`config.mk`:
```
export PLATFORM = sky130hd
export DESIGN_NAME = sorted_point_near_duplicate_filter
export DESIGN_NICKNAME = d
export VERILOG_FILES = /design/src/rtl/spndf_pkg.sv /design/src/rtl/spndf_front.sv /design/src/rtl/spndf_back.sv /design/src/rtl/sorted_point_near_duplicate_filter.sv
export SDC_FILE = /design/constraint.sdc
export NUM_CORES = 2
export LEC_CHECK = 0
export BUFFER_PORTS_ARGS = -buffer_cell sky130_fd_sc_hd__buf_2
export CORE_MARGIN = 2
export CORE_UTILIZATION = 40
export CTS_BUF_LIST = sky130_fd_sc_hd__clkbuf_8
export CTS_CLUSTER_DIAMETER = 100
export DETAILED_ROUTE_END_ITERATION = 8
export GPL_TIMING_DRIVEN = 1
export SYNTH_ARGS = -nofsm -noshare
export SYNTH_HDL_FRONTEND = slang
export SYNTH_HIERARCHICAL = 1
export SYNTH_MEMORY_MAX_BITS = 65536
export SYNTH_SLANG_ARGS = --single-unit
```
`constraint.sdc`:
```
create_clock -name clock -period 16.68 [get_ports clock]
set_input_delay 1.668 -clock clock [delete_from_list [all_inputs] [get_ports clock]]
set_output_delay 1.668 -clock clock [all_outputs]
set_load 0.01 [all_outputs]
```
`src/rtl/spndf_pkg.sv`:
```
package spndf_pkg;

   localparam int WINDOW      = 64;
   localparam int MAX_ITEMS   = 65536;
   localparam int COORD_WIDTH = 32;

   // coordinates are taken from the low CW bits of the 32-bit fields
   localparam int CW      = (COORD_WIDTH < 32) ? COORD_WIDTH : 32;
   localparam int DIFF_W  = CW + 2;
   localparam int PTR_W   = (WINDOW > 1) ? $clog2(WINDOW) : 1;
   localparam int FILL_W  = $clog2(WINDOW + 1);
   localparam int CNT_W   = $clog2(MAX_ITEMS + 1);
   localparam int THR_W   = 31;
   localparam int IDX_W   = 16;
   localparam int TOT_W   = 17;
   localparam logic [THR_W-1:0] THR_RESET = 31'd655;

   typedef struct packed {
      logic               first_of_set;
      logic               is_fat;
      logic signed [31:0] pos_x;
      logic signed [31:0] pos_y;
   } req_type;

   typedef struct packed {
      logic             is_unique;
      logic [IDX_W-1:0] new_index;
      logic [TOT_W-1:0] fat_total;
      logic [TOT_W-1:0] thin_total;
      logic             window_exhausted;
   } rsp_type;

endpackage

```
`src/rtl/spndf_front.sv`:
```
module spndf_front (
   input  logic              clock,
   input  logic              reset,
   input  logic              push,
   output logic              full,
   input  spndf_pkg::req_type req_data,
   output logic              item_valid,
   output spndf_pkg::req_type item_data,
   input  logic              item_take
);
   import spndf_pkg::*;

   req_type    entry_ff [2];
   logic       wr_ptr_ff, wr_ptr_in;
   logic       rd_ptr_ff, rd_ptr_in;
   logic [1:0] cnt_ff, cnt_in;
   logic       push_ok, take_ok;

   assign full       = (cnt_ff == 2'd2);
   assign item_valid = (cnt_ff != 2'd0);
   assign item_data  = entry_ff[rd_ptr_ff];
   assign push_ok    = push && !full;
   assign take_ok    = item_take && item_valid;

   always_comb begin
      wr_ptr_in = push_ok ? !wr_ptr_ff : wr_ptr_ff;
      rd_ptr_in = take_ok ? !rd_ptr_ff : rd_ptr_ff;
      cnt_in    = cnt_ff + {1'b0, push_ok} - {1'b0, take_ok};
   end

   always_ff @(posedge clock) begin
      if (reset) begin
         wr_ptr_ff <= 1'b0;
         rd_ptr_ff <= 1'b0;
         cnt_ff    <= 2'd0;
      end else begin
         wr_ptr_ff <= wr_ptr_in;
         rd_ptr_ff <= rd_ptr_in;
         cnt_ff    <= cnt_in;
      end
   end

   always_ff @(posedge clock) begin
      if (push_ok) begin
         entry_ff[wr_ptr_ff] <= req_data;
      end
   end

endmodule

```
`src/rtl/spndf_back.sv`:
```
module spndf_back (
   input  logic                         clock,
   input  logic                         reset,
   input  logic [spndf_pkg::THR_W-1:0]  threshold,
   input  logic                         item_valid,
   input  spndf_pkg::req_type           item_data,
   output logic                         item_take,
   output logic                         empty,
   input  logic                         pop,
   output spndf_pkg::rsp_type           rsp_data
);
   import spndf_pkg::*;

   localparam logic [1:0] ST_IDLE = 2'd0;
   localparam logic [1:0] ST_SCAN = 2'd1;
   localparam logic [1:0] ST_DONE = 2'd2;

   logic [2*CW-1:0]  mem [WINDOW];

   logic [1:0]        state_ff, state_in;
   req_type           item_ff, item_in;
   logic [FILL_W-1:0] fill_ff, fill_in;
   logic [PTR_W-1:0]  ring_ff, ring_in;
   logic [CNT_W-1:0]  fat_ff, fat_in;
   logic [CNT_W-1:0]  thin_ff, thin_in;
   logic [PTR_W-1:0]  pos_ff, pos_in;
   logic [FILL_W-1:0] scanned_ff, scanned_in;
   logic              dup_ff, dup_in;
   logic              stop_ff, stop_in;
   logic [2*CW-1:0]   rd_data_ff;
   logic              out_valid_ff, out_valid_in;
   rsp_type           out_ff, out_in;

   logic [PTR_W-1:0]        rd_addr;
   logic                    mem_we;
   logic [FILL_W-1:0]       fill_eff;
   logic [PTR_W-1:0]        ring_eff;
   logic signed [DIFF_W-1:0] new_x, new_y, old_x, old_y, dx, dy, adx, thr_s;
   logic                    stop_hit, dup_hit;
   logic [FILL_W-1:0]       scanned_nx;
   logic                    slot_free, is_new;
   logic [CNT_W:0]          sum;

   function automatic logic [PTR_W-1:0] prev_pos(input logic [PTR_W-1:0] p);
      prev_pos = (p == '0) ? PTR_W'(WINDOW - 1) : p - 1'b1;
   endfunction

   assign empty    = !out_valid_ff;
   assign rsp_data = out_ff;

   always_comb begin
      new_x = DIFF_W'(signed'(item_ff.pos_x[CW-1:0]));
      new_y = DIFF_W'(signed'(item_ff.pos_y[CW-1:0]));
      old_x = DIFF_W'(signed'(rd_data_ff[2*CW-1:CW]));
      old_y = DIFF_W'(signed'(rd_data_ff[CW-1:0]));
      thr_s = signed'(DIFF_W'(threshold));
      dy    = new_y - old_y;
      dx    = new_x - old_x;
      adx   = dx[DIFF_W-1] ? -dx : dx;
      stop_hit = dy > thr_s;
      dup_hit  = !stop_hit && (adx <= thr_s);
   end

   always_comb begin
      state_in     = state_ff;
      item_in      = item_ff;
      fill_in      = fill_ff;
      ring_in      = ring_ff;
      fat_in       = fat_ff;
      thin_in      = thin_ff;
      pos_in       = pos_ff;
      scanned_in   = scanned_ff;
      dup_in       = dup_ff;
      stop_in      = stop_ff;
      out_valid_in = out_valid_ff && !pop;
      out_in       = out_ff;
      item_take    = 1'b0;
      mem_we       = 1'b0;
      rd_addr      = prev_pos(pos_ff);
      fill_eff     = item_data.first_of_set ? '0 : fill_ff;
      ring_eff     = item_data.first_of_set ? '0 : ring_ff;
      scanned_nx   = scanned_ff + 1'b1;
      slot_free    = !out_valid_ff || pop;
      is_new       = !dup_ff;
      sum          = {1'b0, fat_ff} + {1'b0, thin_ff};

      case (state_ff)
         ST_IDLE: begin
            if (item_valid) begin
               item_take  = 1'b1;
               item_in    = item_data;
               scanned_in = '0;
               dup_in     = 1'b0;
               stop_in    = 1'b0;
               if (item_data.first_of_set) begin
                  fill_in = '0;
                  ring_in = '0;
                  fat_in  = '0;
                  thin_in = '0;
               end
               rd_addr = prev_pos(ring_eff);
               pos_in  = rd_addr;
               state_in = (fill_eff == '0) ? ST_DONE : ST_SCAN;
            end
         end
         ST_SCAN: begin
            // rd_data_ff holds the entry at pos_ff
            scanned_in = scanned_nx;
            if (stop_hit || dup_hit || scanned_nx == fill_ff) begin
               dup_in   = dup_hit;
               stop_in  = stop_hit;
               state_in = ST_DONE;
            end else begin
               pos_in = prev_pos(pos_ff);
            end
         end
         ST_DONE: begin
            if (slot_free) begin
               out_valid_in = 1'b1;
               out_in.is_unique = is_new;
               out_in.new_index = '0;
               if (is_new) begin
                  mem_we  = 1'b1;
                  ring_in = (ring_ff == PTR_W'(WINDOW - 1)) ? '0 : ring_ff + 1'b1;
                  if (fill_ff != FILL_W'(WINDOW)) begin
                     fill_in = fill_ff + 1'b1;
                  end
                  if (item_ff.is_fat) begin
                     if (fat_ff != CNT_W'(MAX_ITEMS)) begin
                        fat_in = fat_ff + 1'b1;
                     end
                  end else begin
                     if (thin_ff != CNT_W'(MAX_ITEMS)) begin
                        thin_in = thin_ff + 1'b1;
                     end
                  end
                  out_in.new_index = (sum > (CNT_W + 1)'(65535)) ? '1 : IDX_W'(sum);
               end
               out_in.fat_total        = TOT_W'(fat_in);
               out_in.thin_total       = TOT_W'(thin_in);
               out_in.window_exhausted = is_new && !stop_ff &&
                                         (scanned_ff == FILL_W'(WINDOW));
               state_in = ST_IDLE;
            end
         end
         default: begin
            state_in = ST_IDLE;
         end
      endcase
   end

   always_ff @(posedge clock) begin
      if (reset) begin
         state_ff     <= ST_IDLE;
         fill_ff      <= '0;
         ring_ff      <= '0;
         fat_ff       <= '0;
         thin_ff      <= '0;
         out_valid_ff <= 1'b0;
      end else begin
         state_ff     <= state_in;
         fill_ff      <= fill_in;
         ring_ff      <= ring_in;
         fat_ff       <= fat_in;
         thin_ff      <= thin_in;
         out_valid_ff <= out_valid_in;
      end
   end

   always_ff @(posedge clock) begin
      item_ff    <= item_in;
      pos_ff     <= pos_in;
      scanned_ff <= scanned_in;
      dup_ff     <= dup_in;
      stop_ff    <= stop_in;
      out_ff     <= out_in;
   end

   // kept-point store: x in the upper half, y in the lower
   always_ff @(posedge clock) begin
      if (mem_we) begin
         mem[ring_ff] <= {item_ff.pos_x[CW-1:0], item_ff.pos_y[CW-1:0]};
      end
      rd_data_ff <= mem[rd_addr];
   end

endmodule

```
`src/rtl/sorted_point_near_duplicate_filter.sv`:
```
// Near-duplicate filter for y-then-x sorted Q16.16 points. Words written with
// push are held in a two-word input queue; a scan engine then compares each
// point with the kept points of the current set, newest first, one kept point
// per clock through the single read port of the kept-point memory. The engine
// finishes each word before it takes the next; it scans from 0 up to WINDOW
// (64) kept points per word. Results wait in a one-word output register read
// with empty/pop; while it is occupied the engine holds its finished word and
// the input queue keeps filling.
// csr_wdata sets the match threshold (reset 655, about 0.01).
module sorted_point_near_duplicate_filter (
   input  logic                        clock,
   input  logic                        reset,
   input  logic                        push,
   output logic                        full,
   input  spndf_pkg::req_type          req_data,
   output logic                        empty,
   input  logic                        pop,
   output spndf_pkg::rsp_type          rsp_data,
   input  logic                        csr_we,
   input  logic [spndf_pkg::THR_W-1:0] csr_wdata
);
   import spndf_pkg::*;

   logic [THR_W-1:0] thr_ff, thr_in;
   logic             item_valid;
   req_type          item_data;
   logic             item_take;

   assign thr_in = csr_we ? csr_wdata : thr_ff;

   always_ff @(posedge clock) begin
      if (reset) begin
         thr_ff <= THR_RESET;
      end else begin
         thr_ff <= thr_in;
      end
   end

   spndf_front u_front (
      .clock      (clock),
      .reset      (reset),
      .push       (push),
      .full       (full),
      .req_data   (req_data),
      .item_valid (item_valid),
      .item_data  (item_data),
      .item_take  (item_take)
   );

   spndf_back u_back (
      .clock      (clock),
      .reset      (reset),
      .threshold  (thr_ff),
      .item_valid (item_valid),
      .item_data  (item_data),
      .item_take  (item_take),
      .empty      (empty),
      .pop        (pop),
      .rsp_data   (rsp_data)
   );

endmodule
```
[After elaboration in Yosys (flattened, before gate mapping)]
Memories as Yosys holds them, arrays and structs flattened. A register that Yosys moved wholly into a read port is not among the register bits.
Cells that the tools add are included.
Operators by class
  add/subtract/negate cells: 13
  order comparisons: 3
  equality and inequality tests: 16
  multiplexer cells: 58
  reductions and logical operators: 33
Operator list (count)
  $mux W17: 10
  $pmux W17 S2: 2
  $mux W6: 11
  $sub A32 B32 Y33: 2
  $mux W7: 6
  $add A17 B1 Y17 const B: 2
  $gt A34 B32 Y1: 1
  $le A34 B32 Y1: 1
  $mux W34: 1
  $ne A17 B17 Y1 const B: 2
  $neg A34 Y34: 1
  $pmux W7 S2: 2
  $pmux W6 S2: 2
  $add A17 B17 Y18: 1
  $gt A18 B16 Y1 const B: 1
  $mux W1: 16
  $mux W16: 1
  $add A7 B1 Y7 const B: 2
  $logic_not A6 Y1: 2
  $sub A6 B1 Y6 const B: 2
  $reduce_and A3 Y1: 3
  $logic_not A1 Y1: 8
  $mux W2: 4
  $ne A2 B1 Y1 const B: 4
  other kinds (20): 36
Storage, ports and cells
  register bits: 217
  bits in writable memories: 4228
  input bits: 102
  output and inout port bits: 54
  logic and storage cells: 147
  memories: 2
Memory list
  u_back.mem: depth 64, width 64, rd ports 1, clocked after memory_dff 1, write ports 1, line spndf_back.sv:18  | logic [2*CW-1:0] mem [WINDOW];
  u_front.entry_ff: depth 2, width 66, rd ports 1, clocked after memory_dff 1, write ports 1, line spndf_front.sv:13  | req_type entry_ff [2];

[Depth between registers and ports, before layout]
  word-level depth: 9
  mapped depth: 26
  gate-level depth less buffers: 26

[Modules after synthesis]
Netlist, hierarchy kept.
Modules (own cells, without submodules)
  spndf_back: times used 1, cells an instance 13892, area an instance 177151.2 µm², seq. area each 129244.0 µm²
  spndf_front: times used 1, cells an instance 232, area an instance 5007.3 µm², seq. area each 4063.9 µm²
  sorted_point_near_duplicate_filter: times used 1, cells an instance 100, area an instance 1133.6 µm², seq. area each 620.6 µm²

[Least setup slack after synthesis]
No wires, ideal clock.
  kind: reg2reg
  start: reg u_back/item_ff[32] (netlist name)
  end: reg u_back.state_ff[1]
  setup time: 0.123 ns
  arrival time: 6.213 ns
  data required time: 16.557 ns
  setup slack: 10.344 ns
  cell stages (with the launch flop): 26
  buffers on the path: 0
  clock period less this slack: 6.336 ns
  path through: edfxtp_1 -> inv_1 -> ha_1 -> fa_1 -> nand2b_1 -> a21o_1 -> a21oi_1 -> a311o_1 -> nor2_1 -> or2_2 -> or3_1 -> or2_2 -> o31ai_1 -> xnor2_1 -> ha_1 -> a21o_1 -> a21o_1 -> a21oi_1 -> nor2_1 -> a211oi_1 -> o21ai_0 -> o21ai_0 -> nand2b_1 -> o41a_1 -> a31oi_1 -> mux2_1
On the way
  longest elaborated chain between the ends: 9
RTL lines
  start, declared: line spndf_back.sv:21  | req_type item_ff, item_in;
  start signal, assigned: line spndf_back.sv:171  | item_ff <= item_in;
  $sub A32 B32 Y33 (*): line spndf_back.sv:58  | dx = new_x - old_x;
  $neg A34 Y34: line spndf_back.sv:59  | adx = dx[DIFF_W-1] ? -dx : dx;
  $mux W34 (*): line spndf_back.sv:59
  $le A34 B32 Y1 (*): line spndf_back.sv:61  | dup_hit = !stop_hit && (adx <= thr_s);
  $logic_and A1 B1 Y1 (*): line spndf_back.sv:61
  $logic_or A1 B1 Y1 (*) (2 in a row): line spndf_back.sv:109  | if (stop_hit || dup_hit || scanned_nx == fill_ff) begin
  $ne A2 B1 Y1 (no source line) (*)
  $reduce_and A3 Y1 (no source line) (*)
  end signal, assigned: line spndf_back.sv:161  | state_ff <= state_in;
  end, declared: line spndf_back.sv:20  | logic [1:0] state_ff, state_in;
Every way passes the cells marked *; elsewhere a longest branch is shown, timed or not.
A chain may end at the register's enable or synchronous reset.

[Final worst setup path]
  start: reg u_back/item_ff[41] (netlist name)
  end: reg u_back.pos_ff[1] (enable)
On the way
  longest elaborated chain between the ends: 9
RTL lines
  $sub A32 B32 Y33 (*): line spndf_back.sv:58
  $neg A34 Y34: line spndf_back.sv:59
  $mux W34 (*): line spndf_back.sv:59
  $le A34 B32 Y1 (*): line spndf_back.sv:61
  $logic_and A1 B1 Y1 (*): line spndf_back.sv:61
  $logic_or A1 B1 Y1 (*) (2 in a row): line spndf_back.sv:109
  $ne A2 B2 Y1 (no source line) (*)
  $reduce_and A3 Y1 (no source line) (*)
  end signal, assigned: line spndf_back.sv:172  | pos_ff <= pos_in;
  end, declared: line spndf_back.sv:26  | logic [PTR_W-1:0] pos_ff, pos_in;
Marked as above.

==> flow_summary.json <==
{
  "ios": 156,
  "min_path_type": "reg2reg",
  "hp-start": "u_front/entry_ff[1][63]",
  "drc_errors": 0,
  "final_cells": 21100,
  "grt_pass1_wl_um": 842000,
  "async_reset_ff_frac": 0,
  "cts_tree": "done",
  "min_path_cells": 1,
  "grt_pass1_vias": 114000,
  "final_max_slew_viol_count": 0,
  "htreeDepth": 6,
  "cts.clk_slew.worst_paths_ps": 60,
  "grt_max_degree": 179,
  "ys_ff_latch": 4510,
  "syn-num-nets": 14500,
  "syn-mean-instance-area_sq_um": 12.9,
  "cts_hold_buf": 0,
  "start_kind": "flop",
  "rr_startpoint": "u_back/item_ff[41]",
  "worstSetupPathType": "reg2reg",
  "ctsResizeCount": 0,
  "period_minus_slack_ps": 7230,
  "yosys.cell_types.count": 83,
  "arrival_ps": 8150,
  "crit_fanout": 65,
  "grt_antenna_before_repair": 45,
  "r2r_cells": 23,
  "startpoint": "u_back/item_ff[41]",
  "setup_viol": 0,
  "hold_violations": 0,
  "ir_worst_vdd_v": 0.000152,
  "antenna_left": 0,
  "die_width_um": 681,
  "synth_edf_count": 4360,
  "first_pass_iters": 7,
  "row_count": 248,
  "drive_gt1_frac": 0.0968,
  "cts_root_buf": "clkbuf_8",
  "drt-total-wl_um": 599000,
  "fin_nets": 14700,
  "routed_via_density": 5.85,
  "dpl.hpwl_um": 296000,
  "num_vias": 123000,
  "p_per_area_nw_per_um2": 162,
  "worst_pin_slew_ps": 1460,
  "status": "completed",
  "syn2layout_area_growth_pct": 11.9,
  "dieArea_sq_um": 464000,
  "io_buffers": 155,
  "ys_warn_count": 6,
  "clockBufferDepth": 4,
  "dp.cells": 19700,
  "drt_iter0_drc": 18100,
  "ys.flop_type": "edfxtp_1",
  "cap_violations": 0,
  "cts_sinks": 4510,
  "start_util": 0.402,
  "cts_made_buffers": 725,
  "grt_overflow": 0,
  "post_drt_wl_per_cell_um": 28.4,
  "synth_seq_area_share": 0.731,
  "fin_crit_sh": 0.434,
  "track_usage": 0.250,
  "place.gp.congestion": 0.886,
  "rsz0062_at_grt": "false",
  "layout_setup_ws_ps": 9450,
  "synthCells": 14200,
  "p_leak_nw": 71.5,
  "core-area_sq_um": 456000,
  "fin_setup_tns_ps": 0,
  "skew_ps": 131,
  "clock.fmax_mhz": 138,
  "postCtsSetupBuffers": 0,
  "post-route-util": 0.450,
  "die_h_um": 681,
  "clk_latency_ps": 1310,
  "end_kind": "flop",
  "worstPathRequired_ps": 17600,
  "post-place-ws_ps": 9620,
  "syn_area_sq_um": 183000,
  "max_slew_margin": 0.0282
}
worst paths after layout:
| path | to | slack (ps) |
|---|---|---|
| max | u_back/pos_ff[1] | 9450 |
| min reg2reg | u_back/item_ff[63] | 480 |
| max reg2reg | u_back/pos_ff[1] | 9450 |
| min | u_back/item_ff[63] | 480 |
final cells by class:
type / instances / area [sq um]
Timing Repair Buffer: 470 / 3810
Fill cell: 40900 / 251000
Inverter: 142 / 541
Antenna cell: 39 / 97.6
Clock inverter: 564 / 2970
Sequential cell: 4510 / 134000
Multi-Input combinational cell: 8613 / 45700
Tap cell: 6000 / 7510
Clock buffer: 758 / 10400
cell usage in the layout (no fill, tap or decap), types with 82 or more instances in the layout:
cell type,n
a211oi_1,207
a21oi_1,347
a311oi_1,769
a31oi_1,269
and3_1,528
buf_2,154
buf_4,263
clkbuf_8,758
clkinv_1,143
dfxtp_1,149
edfxtp_1,4360
ha_1,159
inv_1,444
nand2_1,4218
nand3_1,1070
nor2_1,181
nor3_1,101
o21ai_0,90
xnor2_1,82
synthesized netlist by cell type (5+ instances only):
cell / count / share of area
a211o_1: 11 / 0.00053
a211oi_1: 207 / 0.0085
a21o_1: 56 / 0.0023
a21oi_1: 348 / 0.0095
a22oi_1: 21 / 0.00086
a311oi_1: 769 / 0.037
a31oi_1: 272 / 0.0093
and2_1: 13 / 0.00044
and3_1: 528 / 0.018
and4_1: 7 / 0.00033
buf_1: 36 / 0.00074
buf_2: 8 / 0.00022
buf_6: 5 / 0.00031
clkbuf_1: 906 / 0.019
dfxtp_1: 150 / 0.016
edfxtp_1: 4360 / 0.71
ha_1: 159 / 0.011
inv_1: 140 / 0.0029
mux2_1: 67 / 0.0041
mux2i_1: 30 / 0.0016
nand2_1: 4219 / 0.086
nand2b_1: 25 / 0.00085
nand3_1: 1070 / 0.029
nand3b_1: 6 / 0.00025
nand4_1: 32 / 0.0011
nor2_1: 245 / 0.0050
nor2b_1: 30 / 0.0010
nor3_1: 101 / 0.0028
nor4_1: 18 / 0.00061
nor4b_1: 6 / 0.00029
o2111ai_1: 5 / 0.00024
o211ai_1: 11 / 0.00045
o21a_1: 12 / 0.00049
o21ai_0: 90 / 0.0025
o21ai_1: 5 / 0.00014
o21bai_1: 13 / 0.00053
or2_2: 14 / 0.00048
or3_1: 10 / 0.00034
xnor2_1: 82 / 0.0039
xor2_1: 53 / 0.0025
cells by family after synthesis:
kind of cell | synth area share
buf+inv | 0.0231
xor+xnor | 0.00645
fa+ha+maj | 0.0112
mux | 0.00582
compound gates | 0.0746
simple gates | 0.148
flops | 0.731
layer usage:
metal  wire length (um)  up-vias  track usage
li1                   -    53400            -
met1             238000    61800        0.349
met2             269000     6909        0.386
met3              68100     1197       0.0543
met4              23800       26       0.0910
met5                308        -            0
report_power, final:
part / switching (mW) / internal [mW]
registers: 0.148 / 14.0
logic: 7.09 / 2.95
clock network: 4.54 / 4.41
stage by stage:
stage	area (sq um)	hold WS [ps]	total power [mW]
after global routing	205000	497	34.6
after CTS	205000	433	33.1
after global placement	192000	471	24.3
after detailed placement	192000	485	24.3
after floorplan	183000	451	20.9
final	205000	477	33.2
worst max-delay path: stages, from the launching register on:
cell and delay, ps:
edfxtp_1 320, buf_4 470, ha_1 460, a21oi_1 360
o21ai_0 310, or4_1 450, o21ai_0 300, nor2_1 130
or2_2 310, or3_1 340, or2_2 320, o31ai_1 250
xnor2_1 180, ha_1 280, a21o_1 160, a21o_1 170
a21oi_1 150, nor2_1 60, a211oi_1 260, o21ai_0 110
o21ai_0 450, o2111ai_1 450, nand3_1 320, nand2_1 200
state kept, by name, indices dropped and copies added, names as in the netlist, named ones only:
name,cells
u_back/rd_data_ff,64
u_front/cnt_ff,2
u_front/rd_ptr_ff,1
thr_ff,31
u_back/state_ff,2
u_back/out_valid_ff,1
u_front/entry_ff,132
u_back/ring_ff,6
u_back/fat_ff,17
u_back/thin_ff,17
u_back/stop_ff,1
u_back/mem,4096
u_back/fill_ff,7
u_back/scanned_ff,7
u_back/item_ff,65
u_front/wr_ptr_ff,1
u_back/pos_ff,6
u_back/dup_ff,1
u_back/rsp_data,52
Note: power is estimated with default switching activity, not from simulation.
